## config.mk

```make
export PLATFORM = sky130hd
export DESIGN_NAME = mgvs_acc
export DESIGN_NICKNAME = d
export VERILOG_FILES = /design/src/sv/mgvs_pkg.sv /design/src/sv/mgvs_acc.sv
export VERILOG_INCLUDE_DIRS = /design/src /design/src/sv
export SDC_FILE = /design/constraint.sdc
export NUM_CORES = 2
export LEC_CHECK = 0
export BUFFER_PORTS_ARGS = -buffer_cell sky130_fd_sc_hd__buf_2
export CAP_MARGIN = 20
export CORE_UTILIZATION = 42
export DETAILED_ROUTE_END_ITERATION = 8
export PLACE_DENSITY = 0.57
export SYNTH_ARGS = -nofsm -noshare
export SYNTH_HDL_FRONTEND = slang
export SYNTH_SLANG_ARGS = --single-unit
```

## constraint.sdc

```tcl
create_clock -name clk -period 5.1 [get_ports clk]
set_clock_uncertainty 0.2 [all_clocks]
set_input_delay 0.51 -clock clk [delete_from_list [all_inputs] [get_ports clk]]
set_output_delay 0.51 -clock clk [all_outputs]
set_load 0.02 [all_outputs]
```

## src/sv/mac_grid_velocity_sampler_top_macros.svh

```systemverilog
// ----------------------------------------------------------------------------
// mac grid velocity sampler assertion macros
// concurrent assertion wrappers, empty when SYNTH is defined
// ----------------------------------------------------------------------------
`ifndef MAC_GRID_VELOCITY_SAMPLER_TOP_MACROS_SVH
`define MAC_GRID_VELOCITY_SAMPLER_TOP_MACROS_SVH
`ifndef SYNTH
// clocked assertion, switched off while reset is active
`define MGVS_ASSERT(lbl, clk, rstn, prop) \
    lbl: assert property (@(posedge clk) disable iff (!rstn) prop) \
        else $error("mgvs assertion failed");
// clocked assertion that also holds during reset
`define MGVS_ASSERT_ALWAYS(lbl, clk, prop) \
    lbl: assert property (@(posedge clk) prop) \
        else $error("mgvs assertion failed");
`else
`define MGVS_ASSERT(lbl, clk, rstn, prop)
`define MGVS_ASSERT_ALWAYS(lbl, clk, prop)
`endif
`endif

```

## src/sv/mgvs_pkg.sv

```systemverilog
// ----------------------------------------------------------------------------
// mgvs_pkg
// shared constants, command codes and the tap control struct
// ----------------------------------------------------------------------------
package mgvs_pkg;

    // default geometry
    localparam int DEF_MAX_COLS  = 64;
    localparam int DEF_MAX_ROWS  = 64;
    localparam int DEF_FRAC_BITS = 8;

    // fixed field widths
    localparam int CFG_W  = 7;
    localparam int IDX_W  = 1;
    localparam int CMD_W  = 2;
    localparam int CELL_W = 6;
    localparam int VEL_W  = 16;
    localparam int POS_W  = 16;

    // register indexes
    localparam logic [IDX_W-1:0] REG_GRID_COLS = 1'd0;
    localparam logic [IDX_W-1:0] REG_GRID_ROWS = 1'd1;

    localparam logic [CFG_W-1:0] GRID_RESET = 7'd64;

    // command codes
    localparam logic [CMD_W-1:0] CMD_WRITE   = 2'd0;
    localparam logic [CMD_W-1:0] CMD_SAMPLE  = 2'd1;
    localparam logic [CMD_W-1:0] CMD_DIVERGE = 2'd2;

    // tap order around the base cell: bit 0 is the column step, bit 1 the row step
    localparam logic [1:0] TAP_00 = 2'd0;
    localparam logic [1:0] TAP_10 = 2'd1;
    localparam logic [1:0] TAP_01 = 2'd2;
    localparam logic [1:0] TAP_11 = 2'd3;

    // control travelling with each memory read
    typedef struct packed {
        logic vld;
        logic first;
        logic last;
        logic div;
        logic ok_x;
        logic ok_y;
    } tap_ctl_t;

endpackage

```

## src/sv/mgvs_acc.sv

```systemverilog
// ----------------------------------------------------------------------------
// mgvs_acc
// weights each read value, accumulates the four taps, rounds, saturates
// and holds the result item in the output register
// ----------------------------------------------------------------------------
`include "mac_grid_velocity_sampler_top_macros.svh"

module mgvs_acc #(
    parameter int FRAC_BITS = mgvs_pkg::DEF_FRAC_BITS,
    parameter int WTW       = 2 * FRAC_BITS + 2
) (
    input  logic                              clk,
    input  logic                              rst_n,
    input  mgvs_pkg::tap_ctl_t                ctl,
    input  logic signed [WTW-1:0]             wx,
    input  logic signed [WTW-1:0]             wy,
    input  logic [mgvs_pkg::VEL_W-1:0]        rd_x,
    input  logic [mgvs_pkg::VEL_W-1:0]        rd_y,
    input  logic                              out_stall,
    output logic                              out_valid,
    output logic signed [mgvs_pkg::VEL_W-1:0] result_x,
    output logic signed [mgvs_pkg::VEL_W-1:0] result_y,
    output logic                              busy
);

    localparam int PW   = mgvs_pkg::VEL_W + WTW;
    localparam int ACCW = PW + 3;
    localparam logic signed [ACCW-1:0] RND  = ACCW'(1) << (2 * FRAC_BITS - 1);
    localparam logic signed [ACCW-1:0] SMAX = ACCW'(32767);
    localparam logic signed [ACCW-1:0] SMIN = -ACCW'(32768);

    mgvs_pkg::tap_ctl_t    c_ctl_reg;
    logic signed [PW-1:0]  prod_x_reg;
    logic signed [PW-1:0]  prod_y_reg;
    logic signed [ACCW-1:0] acc_x_reg;
    logic signed [ACCW-1:0] acc_y_reg;
    logic                  pend_reg;
    logic                  div_reg;
    logic                  out_valid_reg;
    logic signed [mgvs_pkg::VEL_W-1:0] result_x_reg;
    logic signed [mgvs_pkg::VEL_W-1:0] result_y_reg;

    logic signed [PW-1:0]   prod_x_next;
    logic signed [PW-1:0]   prod_y_next;
    logic signed [ACCW-1:0] sum_x;
    logic signed [ACCW-1:0] rnd_x;
    logic signed [ACCW-1:0] rnd_y;
    logic signed [ACCW-1:0] sh_x;
    logic signed [ACCW-1:0] sh_y;
    logic signed [mgvs_pkg::VEL_W-1:0] sat_x;
    logic signed [mgvs_pkg::VEL_W-1:0] sat_y;
    logic                  finish;

    // weighted read value, missing neighbours read as zero
    always_comb
    begin
        prod_x_next = '0;
        prod_y_next = '0;
        if (ctl.ok_x)
        begin
            prod_x_next = $signed(rd_x) * wx;
        end
        if (ctl.ok_y)
        begin
            prod_y_next = $signed(rd_y) * wy;
        end
    end

    // round to nearest, ties up, then saturate
    always_comb
    begin
        sum_x = div_reg ? acc_x_reg + acc_y_reg : acc_x_reg;
        rnd_x = sum_x + RND;
        rnd_y = acc_y_reg + RND;
        sh_x  = rnd_x >>> (2 * FRAC_BITS);
        sh_y  = rnd_y >>> (2 * FRAC_BITS);
        if (sh_x > SMAX)
        begin
            sat_x = 16'sh7fff;
        end
        else if (sh_x < SMIN)
        begin
            sat_x = -16'sh8000;
        end
        else
        begin
            sat_x = sh_x[mgvs_pkg::VEL_W-1:0];
        end
        if (div_reg)
        begin
            sat_y = '0;
        end
        else if (sh_y > SMAX)
        begin
            sat_y = 16'sh7fff;
        end
        else if (sh_y < SMIN)
        begin
            sat_y = -16'sh8000;
        end
        else
        begin
            sat_y = sh_y[mgvs_pkg::VEL_W-1:0];
        end
        finish = pend_reg && (!out_valid_reg || !out_stall);
    end

    // control: product stage valid, pending sum, output register
    always_ff @(posedge clk or negedge rst_n)
    begin
        if (!rst_n)
        begin
            c_ctl_reg     <= '0;
            pend_reg      <= 1'b0;
            out_valid_reg <= 1'b0;
        end
        else
        begin
            c_ctl_reg <= ctl;
            if (c_ctl_reg.vld && c_ctl_reg.last)
            begin
                pend_reg <= 1'b1;
            end
            else if (finish)
            begin
                pend_reg <= 1'b0;
            end
            if (finish)
            begin
                out_valid_reg <= 1'b1;
            end
            else if (out_valid_reg && !out_stall)
            begin
                out_valid_reg <= 1'b0;
            end
        end
    end

    // datapath registers
    always_ff @(posedge clk)
    begin
        prod_x_reg <= prod_x_next;
        prod_y_reg <= prod_y_next;
        if (c_ctl_reg.vld)
        begin
            div_reg <= c_ctl_reg.div;
            if (c_ctl_reg.first)
            begin
                acc_x_reg <= ACCW'(prod_x_reg);
                acc_y_reg <= ACCW'(prod_y_reg);
            end
            else
            begin
                acc_x_reg <= acc_x_reg + ACCW'(prod_x_reg);
                acc_y_reg <= acc_y_reg + ACCW'(prod_y_reg);
            end
        end
        if (finish)
        begin
            result_x_reg <= sat_x;
            result_y_reg <= sat_y;
        end
    end

    assign out_valid = out_valid_reg;
    assign result_x  = result_x_reg;
    assign result_y  = result_y_reg;
    assign busy      = c_ctl_reg.vld | pend_reg;

    // last tap always leaves a pending sum
    `MGVS_ASSERT(a_acc_last_pends, clk, rst_n, c_ctl_reg.vld && c_ctl_reg.last |=> pend_reg)
    // a pending sum waits while the output register is blocked
    `MGVS_ASSERT(a_acc_pend_holds, clk, rst_n, pend_reg && out_valid_reg && out_stall |=> pend_reg)

endmodule

```

==> run metrics <==
violated checks negative setup slack; clk buf depth 2; final setup violation count 37; share of cells above drive strength 1 21.6%; Post-synth top flop edfxtp_1; Synth Area in Simple Gates 16.5%; leading cell type by number of instances after synthesis inv_1; Top delay family on crit path adder cells; final routed wire length divided by cell count 16.6 µm; fraction of the yosys area taken by sequential cells 13.9%; final WL 86,400 µm; number of flops mapped to enable cells by yosys approximately 110; reg2reg end result_x[1]; most frequent CP cell fa_1; Hold Path Depth 2; Final Critical Period 6.18 ns; port bufs 110; Final Hold Violating Endpoints 0; pre-CTS setup slack -1.77 ns; Levels on crit path 27; post-DP HPWL between 70,000 and 80,000 µm; Worst R2R Start acc_x_reg[24]; pin count of the biggest net entering global routing between 60 and 70; Adder-Cell Fraction of Synth Area 44.8%; GRT Total Usage 21.9%; clk_lat worst skew between 0.4 and 0.5 ns; area of the die 81,800 µm²; critical path type in -> reg; Synth area leader fa_1; DRT iter0 DRCs 1,161; CP Launch Type input pin; GP Congestion 0.886; via count 26.1k; crit path DAT 6.35 ns; Netlist cell types 97; Area contributors post-synth fa_1 34%, ha_1 10%, edfxtp_1 9.5%; vias in the first global route 27.1k; antenna viol nets, final 0; clock-pin slew on the worst setup and hold paths ~0.070 ns; max-slew violations 0; Root Driver clkbuf_16; max_cap viols 0; #FFs+latches synth 181; TritonCTS clock tree yes; Die Y-Extent 286 µm; filler instances 7,475; Core Region 79,400 µm²; syn_nets around 4.6k; crit path capture prod_y_reg[33]; Post-synth top cells 694 x inv_1, 582 x fa_1, 409 x nand2_1; R2R Setup Slk about 0.34 ns; fin nets 5,087; Max stage delay on crit path around 0.59 ns; die span in x 286 µm; Cells after Synth 3,695; starting density of the core 42.7%; Final Cycle Share 121%; CP Buf/Inv Count 6; cells on worst reg2reg path 14; post-synthesis cell area 33,900 µm²; initial antenna violation count 8; largest family of logic cells by synthesized area adder cells; worst-path fanout max 7; XOR/XNOR Fraction of Synth Area roughly 4.5%; status finished with violations; synthesized area per cell approximately 9.2 µm²; Warnings, synthesis 0; clock tree sinks between 150 and 200; Slowest-stage cell, CP fa_2; Crit path required time approximately 5.3 ns; H-tree Lvls 4; TritonCTS buffer count 17; Synth Area in Compound Gates 10.6%; Max Freq 162 MHz; Worst Tran Pin Value ~0.86 ns; P&R area growth vs syn 22.1%; GRT Residual Overflow 0; I/O pins 111; worst setup path start rd_y[4]; Crit. End Element flop; std cell rows 103; post-synthesis mux area share 0.598%; share of the synthesized area in the top cell type 34.4%; final core utilization 52.1%; Hold Crit Class in -> reg; first-pass GRT wire length 142,000 µm; setup ws final -1.08 ns; vias per cell 5.00; drc violations 0; Post-synth ARST share 3.31%; RSZ-0062 raised after global routing yes; drt first pass iters 5; Worst slew margin 42.6%
## worst min-delay path by stage
| stage | start | end |
|---|---|---|
| after floorplan | rst_n | c_ctl_reg[2] |
| after global placement | rst_n | c_ctl_reg[3] |
| after detailed placement | rst_n | c_ctl_reg[3] |
| after CTS | out_stall | out_valid |
| after global routing | out_stall | out_valid |
| final | out_stall | out_valid |
## worst reg2reg max path: cells and delay by family (launching register included)
kind | cells | cell delay [ns]
buffers and inverters | 1 | 0.22
adder cells (fa/ha/maj) | 1 | 0.48
AO/OA/AOI/OAI | 8 | 1.95
XOR/XNOR | 1 | 0.15
AND/OR/NAND/NOR | 3 | 1.09
flip-flops | 1 | 0.49
## per-stage QoR
stage	std cells	setup TNS (ns)	hold WS (ns)	area [µm²]
6_report	5212	-21.77	0.112	41400
5_1_grt	5210	-27.26	0.0945	41400
3_3_place_gp	5114	-47.25	0.139	38900
3_5_place_dp	5114	-49.75	0.139	38900
4_1_cts	5191	-20.34	0.0750	40700
2_1_floorplan	3695	-21.11	0.0144	34800
## logic make-up (layout without fill, tap and decap cells)
logic type,count (synthesis),after routing
DFF,181,181
other,0,2
adders and majority gates,863,863
buffers and inverters,818,1283
AOI/OAI and AO/OA,535,535
xor gates and xnor gates,172,172
muxes,19,19
and+or+nand+nor,1107,1107
## layout make-up
cell class | instances | area, µm² | area share, %
multi-input combinational | 2696 | 27400 | 66.2
timing repair buffer | 555 | 4780 | 11.6
sequential | 181 | 4730 | 11.4
inverter | 696 | 2610 | 6.32
tap | 1050 | 1310 | 3.18
clock buffer | 17 | 425 | 1.03
clock inverter | 15 | 124 | 0.300
antenna | 2 | 5.00 | 0.0121
## metal layers
layer / track usage [%] / share of wire, % / up-vias
met5: 0 / 0.010 / -
met4: 5.35 / 2.0 / 2
met3: 2.52 / 3.9 / 87
met2: 36.1 / 47 / 445
met1: 30.6 / 47 / 12900
li1: - / - / 12600
## layout by cell type (no fill, tap or decap), types with 11 or more instances in the layout
cell type and n:
nand2_4 11, nor2_1 113, dfxtp_1 68, nand2_1 383, inv_1 659, xnor2_1 90
o21bai_1 27, xor2_1 67, nand2_2 15, ha_1 253, clkbuf_16 17, nand4_1 12
fa_2 39, o21a_1 16, nor3_1 29, a21oi_1 101, and2_1 303, or3_1 12
inv_2 35, and2_4 37, nor2b_1 21, o211ai_1 14, a21oi_2 21, nand3_1 45
edfxtp_1 107, a21o_1 66, fa_1 543, ha_4 25, buf_12 26, buf_6 80
buf_2 57, nand2b_1 29, buf_4 373, and3_1 33, o21ai_0 126
## repair_timing
action	CTS	global route
setup endpoints to repair	37	57
resized for setup	251	135
gates cloned	2	0
setup buffers	50	33
pin swaps	150	115
hold buffers	5	0
hold endpoints to repair	10	0
Power is left out: the tool's default activity adds up to more than one toggle a clock period on the data nets, which glitch-free logic cannot reach.
