==> src/sv/mac_grid_velocity_sampler_top_macros.svh <==
// ----------------------------------------------------------------------------
// mac grid velocity sampler assertion macros
// concurrent assertion wrappers, empty when SYNTH is defined
// ----------------------------------------------------------------------------
`ifndef MAC_GRID_VELOCITY_SAMPLER_TOP_MACROS_SVH
`define MAC_GRID_VELOCITY_SAMPLER_TOP_MACROS_SVH
`ifndef SYNTH
// clocked assertion, switched off while reset is active
`define MGVS_ASSERT(lbl, clk, rstn, prop) \
    lbl: assert property (@(posedge clk) disable iff (!rstn) prop) \
        else $error("mgvs assertion failed");
// clocked assertion that also holds during reset
`define MGVS_ASSERT_ALWAYS(lbl, clk, prop) \
    lbl: assert property (@(posedge clk) prop) \
        else $error("mgvs assertion failed");
`else
`define MGVS_ASSERT(lbl, clk, rstn, prop)
`define MGVS_ASSERT_ALWAYS(lbl, clk, prop)
`endif
`endif

==> src/sv/mgvs_pkg.sv <==
// ----------------------------------------------------------------------------
// mgvs_pkg
// shared constants, command codes and the tap control struct
// ----------------------------------------------------------------------------
package mgvs_pkg;

    // default geometry
    localparam int DEF_MAX_COLS  = 64;
    localparam int DEF_MAX_ROWS  = 64;
    localparam int DEF_FRAC_BITS = 8;

    // fixed field widths
    localparam int CFG_W  = 7;
    localparam int IDX_W  = 1;
    localparam int CMD_W  = 2;
    localparam int CELL_W = 6;
    localparam int VEL_W  = 16;
    localparam int POS_W  = 16;

    // register indexes
    localparam logic [IDX_W-1:0] REG_GRID_COLS = 1'd0;
    localparam logic [IDX_W-1:0] REG_GRID_ROWS = 1'd1;

    localparam logic [CFG_W-1:0] GRID_RESET = 7'd64;

    // command codes
    localparam logic [CMD_W-1:0] CMD_WRITE   = 2'd0;
    localparam logic [CMD_W-1:0] CMD_SAMPLE  = 2'd1;
    localparam logic [CMD_W-1:0] CMD_DIVERGE = 2'd2;

    // tap order around the base cell: bit 0 is the column step, bit 1 the row step
    localparam logic [1:0] TAP_00 = 2'd0;
    localparam logic [1:0] TAP_10 = 2'd1;
    localparam logic [1:0] TAP_01 = 2'd2;
    localparam logic [1:0] TAP_11 = 2'd3;

    // control travelling with each memory read
    typedef struct packed {
        logic vld;
        logic first;
        logic last;
        logic div;
        logic ok_x;
        logic ok_y;
    } tap_ctl_t;

endpackage

==> src/sv/mgvs_seq.sv <==
// ----------------------------------------------------------------------------
// mgvs_seq
// takes a sample or divergence item, clamps its coordinates and issues the
// four reads of each memory with their weights, one tap a cycle
// ----------------------------------------------------------------------------
`include "mac_grid_velocity_sampler_top_macros.svh"

module mgvs_seq #(
    parameter int MAX_COLS  = mgvs_pkg::DEF_MAX_COLS,
    parameter int MAX_ROWS  = mgvs_pkg::DEF_MAX_ROWS,
    parameter int FRAC_BITS = mgvs_pkg::DEF_FRAC_BITS,
    parameter int CXW       = $clog2(MAX_COLS + 1),
    parameter int RYW       = $clog2(MAX_ROWS + 1),
    parameter int AW        = $clog2(MAX_COLS * MAX_ROWS),
    parameter int WTW       = 2 * FRAC_BITS + 2
) (
    input  logic                        clk,
    input  logic                        rst_n,
    input  logic                        start,
    input  logic                        div_in,
    input  logic [mgvs_pkg::CELL_W-1:0] cell_x,
    input  logic [mgvs_pkg::CELL_W-1:0] cell_y,
    input  logic [mgvs_pkg::POS_W-1:0]  pos_x,
    input  logic [mgvs_pkg::POS_W-1:0]  pos_y,
    input  logic [CXW-1:0]              cols_eff,
    input  logic [RYW-1:0]              rows_eff,
    output logic                        busy,
    output logic [AW-1:0]               rd_addr_x,
    output logic [AW-1:0]               rd_addr_y,
    output mgvs_pkg::tap_ctl_t          ctl,
    output logic signed [WTW-1:0]       wx,
    output logic signed [WTW-1:0]       wy
);

    localparam int F   = FRAC_BITS;
    localparam int FW  = F + 1;
    localparam int WXW = (mgvs_pkg::POS_W > CXW + F) ? mgvs_pkg::POS_W : CXW + F;
    localparam int WYW = (mgvs_pkg::POS_W > RYW + F) ? mgvs_pkg::POS_W : RYW + F;
    localparam int CCW = (mgvs_pkg::CELL_W > CXW) ? mgvs_pkg::CELL_W : CXW;
    localparam int RCW = (mgvs_pkg::CELL_W > RYW) ? mgvs_pkg::CELL_W : RYW;
    localparam logic [FW-1:0] ONE = FW'(1) << F;
    localparam logic signed [WTW-1:0] ONE2 = WTW'(1) << (2 * F);
    localparam logic signed [WTW-1:0] NEG2 = -ONE2;
    localparam logic [1:0] TAP_FIRST = mgvs_pkg::TAP_00;

    // latched item
    logic           busy_reg;
    logic [1:0]     tap_reg;
    logic           div_reg;
    logic [CXW-1:0] xi_reg;
    logic [RYW-1:0] xj_reg;
    logic [F-1:0]   xfx_reg;
    logic [F-1:0]   xfy_reg;
    logic [CXW-1:0] yi_reg;
    logic [RYW-1:0] yj_reg;
    logic [F-1:0]   yfx_reg;
    logic [F-1:0]   yfy_reg;

    mgvs_pkg::tap_ctl_t   ctl_reg;
    logic signed [WTW-1:0] wx_reg;
    logic signed [WTW-1:0] wy_reg;

    // clamp signals
    logic [WXW-1:0] wmax;
    logic [WXW-1:0] px_w;
    logic [WXW-1:0] pxc;
    logic [WXW-1:0] sxc;
    logic [WYW-1:0] hmax;
    logic [WYW-1:0] py_w;
    logic [WYW-1:0] pyc;
    logic [WYW-1:0] syc;
    logic [CCW-1:0] cx_w;
    logic [CCW-1:0] cx_max;
    logic [CCW-1:0] cxc;
    logic [RCW-1:0] cy_w;
    logic [RCW-1:0] cy_max;
    logic [RCW-1:0] cyc;

    // tap signals
    logic           dx;
    logic           dy;
    logic [CXW-1:0] col_x;
    logic [RYW-1:0] row_x;
    logic [CXW-1:0] col_y;
    logic [RYW-1:0] row_y;
    logic [FW-1:0]  ax_x;
    logic [FW-1:0]  ay_x;
    logic [FW-1:0]  ax_y;
    logic [FW-1:0]  ay_y;
    logic [WTW-1:0] ws_x;
    logic [WTW-1:0] ws_y;
    mgvs_pkg::tap_ctl_t   ctl_next;
    logic signed [WTW-1:0] wx_next;
    logic signed [WTW-1:0] wy_next;

    // clamp the position to the extent and shift by half a cell
    always_comb
    begin
        wmax = WXW'(cols_eff - CXW'(1)) << F;
        px_w = WXW'(pos_x);
        pxc  = (px_w > wmax) ? wmax : px_w;
        sxc  = (pxc >= (WXW'(1) << (F - 1))) ? pxc - (WXW'(1) << (F - 1)) : '0;
        hmax = WYW'(rows_eff - RYW'(1)) << F;
        py_w = WYW'(pos_y);
        pyc  = (py_w > hmax) ? hmax : py_w;
        syc  = (pyc >= (WYW'(1) << (F - 1))) ? pyc - (WYW'(1) << (F - 1)) : '0;
        cx_w   = CCW'(cell_x);
        cx_max = CCW'(cols_eff - CXW'(1));
        cxc    = (cx_w > cx_max) ? cx_max : cx_w;
        cy_w   = RCW'(cell_y);
        cy_max = RCW'(rows_eff - RYW'(1));
        cyc    = (cy_w > cy_max) ? cy_max : cy_w;
    end

    // tap address, range check and weight
    always_comb
    begin
        dx    = tap_reg[0];
        dy    = tap_reg[1];
        col_x = xi_reg + CXW'(dx);
        row_x = xj_reg + RYW'(dy);
        col_y = yi_reg + CXW'(dx);
        row_y = yj_reg + RYW'(dy);
        rd_addr_x = AW'(row_x) * AW'(MAX_COLS) + AW'(col_x);
        rd_addr_y = AW'(row_y) * AW'(MAX_COLS) + AW'(col_y);
        ax_x = dx ? {1'b0, xfx_reg} : ONE - {1'b0, xfx_reg};
        ay_x = dy ? {1'b0, xfy_reg} : ONE - {1'b0, xfy_reg};
        ax_y = dx ? {1'b0, yfx_reg} : ONE - {1'b0, yfx_reg};
        ay_y = dy ? {1'b0, yfy_reg} : ONE - {1'b0, yfy_reg};
        ws_x = ax_x * ay_x;
        ws_y = ax_y * ay_y;

        ctl_next.vld   = busy_reg;
        ctl_next.first = (tap_reg == TAP_FIRST);
        ctl_next.last  = (tap_reg == mgvs_pkg::TAP_11);
        ctl_next.div   = div_reg;
        ctl_next.ok_x  = (col_x < cols_eff) && (row_x < rows_eff);
        ctl_next.ok_y  = (col_y < cols_eff) && (row_y < rows_eff);

        if (div_reg)
        begin
            case (tap_reg)
                mgvs_pkg::TAP_00:
                begin
                    wx_next = NEG2;
                    wy_next = NEG2;
                end
                mgvs_pkg::TAP_10:
                begin
                    wx_next = ONE2;
                    wy_next = '0;
                end
                mgvs_pkg::TAP_01:
                begin
                    wx_next = '0;
                    wy_next = ONE2;
                end
                default:
                begin
                    wx_next = '0;
                    wy_next = '0;
                end
            endcase
        end
        else
        begin
            wx_next = $signed(ws_x);
            wy_next = $signed(ws_y);
        end
    end

    // item latch and tap counter
    always_ff @(posedge clk or negedge rst_n)
    begin
        if (!rst_n)
        begin
            busy_reg <= 1'b0;
            tap_reg  <= mgvs_pkg::TAP_00;
            ctl_reg  <= '0;
        end
        else
        begin
            ctl_reg <= ctl_next;
            if (busy_reg)
            begin
                tap_reg <= tap_reg + 2'd1;
                if (tap_reg == mgvs_pkg::TAP_11)
                begin
                    busy_reg <= 1'b0;
                end
            end
            else if (start)
            begin
                busy_reg <= 1'b1;
                tap_reg  <= mgvs_pkg::TAP_00;
            end
        end
    end

    // payload registers
    always_ff @(posedge clk)
    begin
        wx_reg <= wx_next;
        wy_reg <= wy_next;
        if (start && !busy_reg)
        begin
            div_reg <= div_in;
            if (div_in)
            begin
                xi_reg  <= cxc[CXW-1:0];
                xj_reg  <= cyc[RYW-1:0];
                yi_reg  <= cxc[CXW-1:0];
                yj_reg  <= cyc[RYW-1:0];
                xfx_reg <= '0;
                xfy_reg <= '0;
                yfx_reg <= '0;
                yfy_reg <= '0;
            end
            else
            begin
                xi_reg  <= pxc[F +: CXW];
                xfx_reg <= pxc[F-1:0];
                xj_reg  <= syc[F +: RYW];
                xfy_reg <= syc[F-1:0];
                yi_reg  <= sxc[F +: CXW];
                yfx_reg <= sxc[F-1:0];
                yj_reg  <= pyc[F +: RYW];
                yfy_reg <= pyc[F-1:0];
            end
        end
    end

    assign busy = busy_reg;
    assign ctl  = ctl_reg;
    assign wx   = wx_reg;
    assign wy   = wy_reg;

    // four taps then idle
    `MGVS_ASSERT(a_seq_four_taps, clk, rst_n, busy_reg && tap_reg == mgvs_pkg::TAP_11 |=> !busy_reg)
    `MGVS_ASSERT(a_seq_last_tagged, clk, rst_n, busy_reg && tap_reg == mgvs_pkg::TAP_11 |=> ctl_reg.vld && ctl_reg.last)

endmodule

==> config.mk <==
export PLATFORM = sky130hd
export DESIGN_NAME = mgvs_seq
export DESIGN_NICKNAME = d
export VERILOG_FILES = /design/src/sv/mgvs_pkg.sv /design/src/sv/mgvs_seq.sv
export VERILOG_INCLUDE_DIRS = /design/src /design/src/sv
export SDC_FILE = /design/constraint.sdc
export NUM_CORES = 1
export LEC_CHECK = 0
export ABC_AREA = 1
export BUFFER_PORTS_ARGS = -buffer_cell sky130_fd_sc_hd__buf_2
export CAP_MARGIN = 0
export CORE_ASPECT_RATIO = 1.25
export CORE_MARGIN = 2
export CORE_UTILIZATION = 40
export DETAILED_ROUTE_END_ITERATION = 8
export SYNTH_ARGS = -nofsm -noshare
export SYNTH_HDL_FRONTEND = slang
export SYNTH_SLANG_ARGS = --single-unit
export TNS_END_PERCENT = 5
==> constraint.sdc <==
create_clock -name clk -period 7.3 [get_ports clk]
set_input_delay 0.365 -clock clk [delete_from_list [all_inputs] [get_ports clk]]
set_output_delay 0.365 -clock clk [all_outputs]
set_load 0.05 [all_outputs]
==> impl_metrics.tcl, run 1 <==
set metrics [dict create \
    final-setup-viol-count 0 \
    fp.dieW_um 160 \
    cts.sinks 106 \
    clock_path_buffers 2 \
    syn2layout_area_growth_pct 11.1 \
    drc 0 \
    antenna_cells 0 \
    ys_seq_area_frac 0.227 \
    ant_nets 0 \
    via_count 10100 \
    start_util 0.406 \
    crit_type "flop to flop" \
    cts_resized 0 \
    drtIter0Drc 500 \
    postCtsSetupBuffers 0 \
    ys.flop_type "edfxtp_1" \
    hold_path.class "input port to flop" \
    end_kind "flop" \
    grt_overflow 0 \
    finalCriticalPeriod_ns 5.89 \
    ys_types 47 \
    insertion_delay_ns 0.37 \
    io_pins 129 \
    cts_tree "built" \
    place_hpwl_um 25000 \
    syn_inst 1583 \
    run_status "completed" \
    worst_path_max_delay_cell "dfrtp_1" \
    drv_cap 0 \
    numCtsBuffers 9 \
    relSlewSlack 0.512 \
    yosysWarnings 0 \
    root_buffer "clkbuf_16" \
    grt_pass1_vias 10200 \
    ys_ff_latch 106 \
    via_per_inst 4.79 \
    worst_pin_slew_ns 0.730 \
    cp_max_fo 15 \
    worstPathRequired_ns 7.52 \
    yosysTopAreaCell "fa_1" \
    routedWlPerCell_um 14.1 \
    synthesis.area_um2 12200 \
    worstPathCellList "inv_1 > o31ai_1 > xor2_1 > nand2_1 > fa_1 > inv_1 > fa_1 > inv_1 > fa_1 > fa_1 > inv_1 > ha_1 > nand2_1 > o21ai_0 > nand3_1 > and3_1 > o21ai_0 > o21ai_0" \
    syn-num-nets 1897 \
    finalSetupTns_ns 0 \
    synthArstFlopShare 0.0849 \
    drtPass1Iterations 5 \
    die_area_um2 32000 \
    num-nets-final 2019 \
    yosysTopAreaCellShare 0.164 \
    die_y_um 199 \
    fin_crit_sh 0.807 \
    drive_above_1_share 0.111 \
    hold_violations 0 \
    final.fill_count 3048 \
    multi_input_area_um2 7970 \
    cts.clk_slew.worst_paths_ns 0.08 \
    gp_congestion 0.880 \
    grt_usage 0.192 \
    syn_avg_cell_area_um2 7.72 \
    core-area_um2 30100 \
    wl_um 29700 \
    cp-start-kind "flop" \
    fin_skew_ns 0.0122 \
    rsz0062_at_grt "no" \
    portBuffers 128 \
    grt_max_degree 48 \
    grt_pass1_wl_um 48900 \
    fmax_mhz 170 \
    antenna_found_initial 0 \
    slowest_delay_ns 0.70 \
    maxSlewViolCount 0 \
    htreeDepth 3 \
    synth_edf_count 61 \
    yosys-top-cells-area "fa_1 16%, ha_1 16%, edfxtp_1 15%" \
    cp.arrival_ns 6.11 \
    num_rows 71 \
    regArea_um2 2780 \
]
[path summary, 6_finish.rpt]
path,from,endpoint,cells after the start,slack (ns)
min in group asynchronous,rst_n,ctl[1],2,0.39
min,start,tap_reg[0],4,0.31
max,tap_reg[0],wy[17],18,1.41
max reg2reg,tap_reg[0],wy[17],18,1.41
max in group asynchronous,rst_n,ctl[2],2,6.67
min reg2reg,busy,ctl[5],0,0.59
[through the flow]
step	std cells	cell area, µm²	util	setup slack (ns)	hold slack (ns)
after global routing	2111	13600	0.450	0.872	0.312
after global placement	2094	13300	0.441	1.52	0.262
after floorplan	1583	12200	-	2.13	0.0694
after CTS	2111	13600	0.450	1.38	0.285
final	2111	13600	0.450	1.41	0.307
after detailed placement	2094	13300	0.441	1.42	0.260
[what timing repair did]
action,4_1_cts,5_1_grt
endpoints found under the hold margin,9,0
setup endpoints to repair,0,0
hold buffers,1,0
[worst max-delay path, delay by kind of cell, from the launching register on]
family	cells	cell delay, ns
simple gates	4	0.60
flops	1	0.70
fa+ha+maj	5	2.42
xor+xnor	1	0.63
buf+inv	4	0.54
compound gates	4	0.87
[routing by layer]
metal  up-vias  share of wire  global-route usage
met4         0          0.023              0.0614
met3        35          0.031              0.0195
li1       5172              -                   -
met2       214           0.50               0.358
met1      4682           0.44               0.232
met5         -              0                   0
[cells by family (layout without fill, tap and decap cells)]
group | count (synthesis) | in the layout | synth area share
AND/OR/NAND/NOR | 619 | 619 | 0.220
XOR/XNOR | 50 | 50 | 0.0359
adder cells (fa/ha/maj) | 252 | 252 | 0.320
buffers and inverters | 386 | 513 | 0.121
flip-flops | 106 | 106 | 0.227
AO/OA/AOI/OAI | 170 | 170 | 0.0758
[cells in the mapped netlist, types with 7 or more instances]
| cell type | instances |
|---|---|
| dfrtp_1 | 9 |
| nor2_1 | 149 |
| a21oi_1 | 65 |
| nand2_1 | 313 |
| o21ai_0 | 76 |
| clkbuf_1 | 16 |
| xnor2_1 | 8 |
| nand4_1 | 10 |
| dfxtp_1 | 36 |
| nand3b_1 | 9 |
| nand2_4 | 7 |
| xor2_1 | 42 |
| ha_1 | 152 |
| nand3_1 | 74 |
| edfxtp_1 | 61 |
| inv_1 | 359 |
| fa_1 | 100 |
| nand2_2 | 7 |
| nor3_1 | 23 |
| or2_2 | 8 |
[cell usage in the layout (no fill, tap or decap), drive strengths merged, types with 2 or more instances in the layout]
master / Yosys / final
nor2: 155 / 155
nand3b: 9 / 9
or2: 8 / 8
dfrtp: 9 / 9
nand2: 327 / 327
nor4: 2 / 2
clkinv: 2 / 4
ha: 152 / 152
nand4: 10 / 10
nand3: 80 / 80
buf: 4 / 130
o21a: 5 / 5
o21ai: 81 / 81
a211oi: 6 / 6
and3: 3 / 3
a21o: 2 / 2
o211ai: 2 / 2
xor2: 42 / 42
nor3: 24 / 24
a21oi: 65 / 65
xnor2: 8 / 8
inv: 364 / 367
clkbuf: 16 / 10
edfxtp: 61 / 61
fa: 100 / 100
dfxtp: 36 / 36
o31ai: 3 / 3
[final cells by class]
class	instances	area share
clock buffers	10	0.0169
clock inverters	6	0.00369
inverters	366	0.101
multi-input cells	1091	0.587
flip-flops and latches	106	0.205
well taps	401	0.0370
repair buffers	131	0.0491
Power of run 1 is left out: the tool's default activity adds up to more than one toggle a clock period on the data nets, which glitch-free logic cannot reach.
==> run 2: changes to the inputs <==
--- a/config.mk
+++ b/config.mk
@@ -6,7 +6,7 @@
 export SDC_FILE = /design/constraint.sdc
 export NUM_CORES = 1
 export LEC_CHECK = 0
-export ABC_AREA = 1
+export ABC_AREA = 0
 export BUFFER_PORTS_ARGS = -buffer_cell sky130_fd_sc_hd__buf_2
 export CAP_MARGIN = 0
 export CORE_ASPECT_RATIO = 1.25
==> constraint.sdc (replaced) <==
create_clock -name clk -period 5.26 [get_ports clk]
set_input_delay 0.263 -clock clk [delete_from_list [all_inputs] [get_ports clk]]
set_output_delay 0.263 -clock clk [all_outputs]
set_load 0.05 [all_outputs]
==> run 2 against run 1 <==
Compared with the run above:
- critical path type unchanged
- clock skew up 0.0038 ns
- register-to-register slack got worse by 1.2 ns
- setup slack got worse by 1.2 ns
- die area shrank 1.0%
- non-clock buffer count grew 95
- clock-buffer cell count shrank 1
- utilization increased by 3.8 points
- fmax increased by 16%
==> impl_metrics.tcl, run 2 <==
set metrics [dict create \
    yosysWarnings 0 \
    hold_start "start" \
    drv_cap 0 \
    clock_path_buffers 2 \
    cts.sinks 106 \
    grt_overflow 0 \
    rsz0062_at_grt "yes" \
    yosys-top-cells-area "fa_1 17%, ha_1 16%, edfxtp_1 15%" \
    io_pins 129 \
    syn-num-nets 1657 \
    cp_max_fo 5 \
    die_y_um 198 \
    synthArstFlopShare 0.0849 \
    cp-start-kind "flop" \
    crit_type "flop to flop" \
    fin_skew_ns 0.0160 \
    min_path_cells 2 \
    grt_pass1_vias 9862 \
    grt_pass1_wl_um 49500 \
    numCtsBuffers 9 \
    drive_above_1_share 0.221 \
    synthTopCellsByCount "182 x inv_1, 179 x nor2_1, 152 x ha_1" \
    syn_avg_cell_area_um2 9.00 \
    drtIter0Drc 570 \
    worstPathCellList "inv_1 > ha_4 > a21oi_1 > xnor2_2 > buf_12 > or2_2 > fa_1 > fa_1 > inv_1 > fa_1 > fa_1 > ha_1 > a21boi_2 > o211ai_1 > a21oi_1 > or3_1 > a21oi_1" \
    worst_pin_slew_ns 0.733 \
    end_kind "flop" \
    r2r_cells 17 \
    ys_ff_latch 106 \
    via_count 9856 \
    final_cells 1967 \
    antenna_found_initial 0 \
    cts.clk_slew.worst_paths_ns 0.08 \
    routedWlPerCell_um 15.4 \
    num-nets-final 1874 \
    syn_inst 1343 \
    relSlewSlack 0.511 \
    hold_path.class "input port to flop" \
    drc 0 \
    finalCriticalPeriod_ns 5.07 \
    dp.cells 1930 \
    cp.arrival_ns 5.37 \
    drtPass1Iterations 5 \
    grt_max_degree 60 \
    fmax_mhz 197 \
    syn2layout_area_growth_pct 21.1 \
    fin_area_um2 14600 \
    path_delay_family "adder cells" \
    cp-startpoint "xfy_reg[0]" \
    synthesis.area_um2 12100 \
    hold_violations 0 \
    insertion_delay_ns 0.38 \
    ys_seq_area_frac 0.230 \
    num_rows 71 \
    final-setup-viol-count 0 \
    crit_top_cell "fa_1" \
    ant_nets 0 \
    final_util 0.489 \
    synth_edf_count 61 \
    yosysTopAreaCellShare 0.166 \
    root_buffer "clkbuf_16" \
    via_per_inst 5.01 \
    htreeDepth 3 \
    die_area_um2 31600 \
    synth_most_common_cell "inv_1" \
    post_dp_cell_area_um2 13700 \
    core-area_um2 29900 \
    grt_usage 0.194 \
    cts_tree "built" \
    wl_um 30400 \
    critical_path_depth 17 \
    hold_slack_ns 0.0910 \
    place_hpwl_um 25300 \
    maxSlewViolCount 0 \
    slowest_delay_ns 0.50 \
    worstPathRequired_ns 5.56 \
    portBuffers 128 \
    ys.flop_type "edfxtp_1" \
    worst_path_max_delay_cell "fa_1" \
    reg2reg_from "xfy_reg[0]" \
    fin_crit_sh 0.963 \
    yosysTopAreaCell "fa_1" \
    final_common_cell "inv_1" \
    crit_buf_inv 3 \
    layout_common_cells "180 x inv_1, 171 x nor2_1, 144 x ha_1" \
    run_status "completed" \
    fp.dieW_um 159 \
    start_util 0.404 \
    ys_types 68 \
    gp_congestion 0.876 \
]
==> run 2: changes by cell type after synthesis, moves of 26 or more <==
cell / delta
nand2_1: -236
inv_1: -177
xnor2_1: +53
nand3_1: -49
o21ai_0: -32
nor2_1: +30
a21o_1: +29
and2_1: +29
a21oi_1: -28
nand2b_1: +26
==> run 2: metrics by stage <==
stage | TNS, ns | worst slack, ns
after CTS | 0 | 0.00766
after detailed placement | -0.150 | -0.0837
after floorplan | 0 | 0.0100
final | 0 | 0.194
after global routing | -0.299 | -0.0578
after global placement | 0 | 0.00367
==> run 2: final cells by class <==
class | count | area (µm²)
diodes | 1 | 2.50
clock buffers | 9 | 225
clock inverters | 7 | 83.8
fillers | 2877 | 15300
inverters | 184 | 691
multi-input cells | 1033 | 8940
flip-flops and latches | 106 | 2780
well taps | 401 | 502
repair buffers | 226 | 1410
==> run 2: path summary, 6_finish.rpt <==
kind                                    to  slack, ns
worst max-delay path                wx[14]       0.19
worst min-delay path            tap_reg[1]       0.09
worst max register to register      wx[14]       0.19
worst min register to register      ctl[2]       0.43
max in group asynchronous       tap_reg[0]       4.79
min in group asynchronous           ctl[1]       0.25
==> run 2: repair_timing <==
item | CTS | global route
endpoints found under the setup margin | 4 | 16
setup buffers | 0 | 19
hold endpoints to repair | 9 | 0
pin swaps | 1 | 22
hold buffers | 1 | 0
gates resized for setup | 9 | 72
==> run 2: kinds of logic after synthesis <==
| logic type | synth area share |
|---|---|
| mux | 0.0147 |
| compound gates | 0.106 |
| fa+ha+maj | 0.323 |
| xor+xnor | 0.0722 |
| simple gates | 0.190 |
| flops | 0.230 |
| buf+inv | 0.0645 |
==> run 2: routing by layer <==
metal	vias to the layer above	part of all wire	track usage
li1	4911	-	-
met3	49	0.043	0.0247
met1	4671	0.44	0.245
met2	225	0.49	0.341
met5	-	0	0
met4	0	0.029	0.0704
Power of run 2 is left out for the same reason.
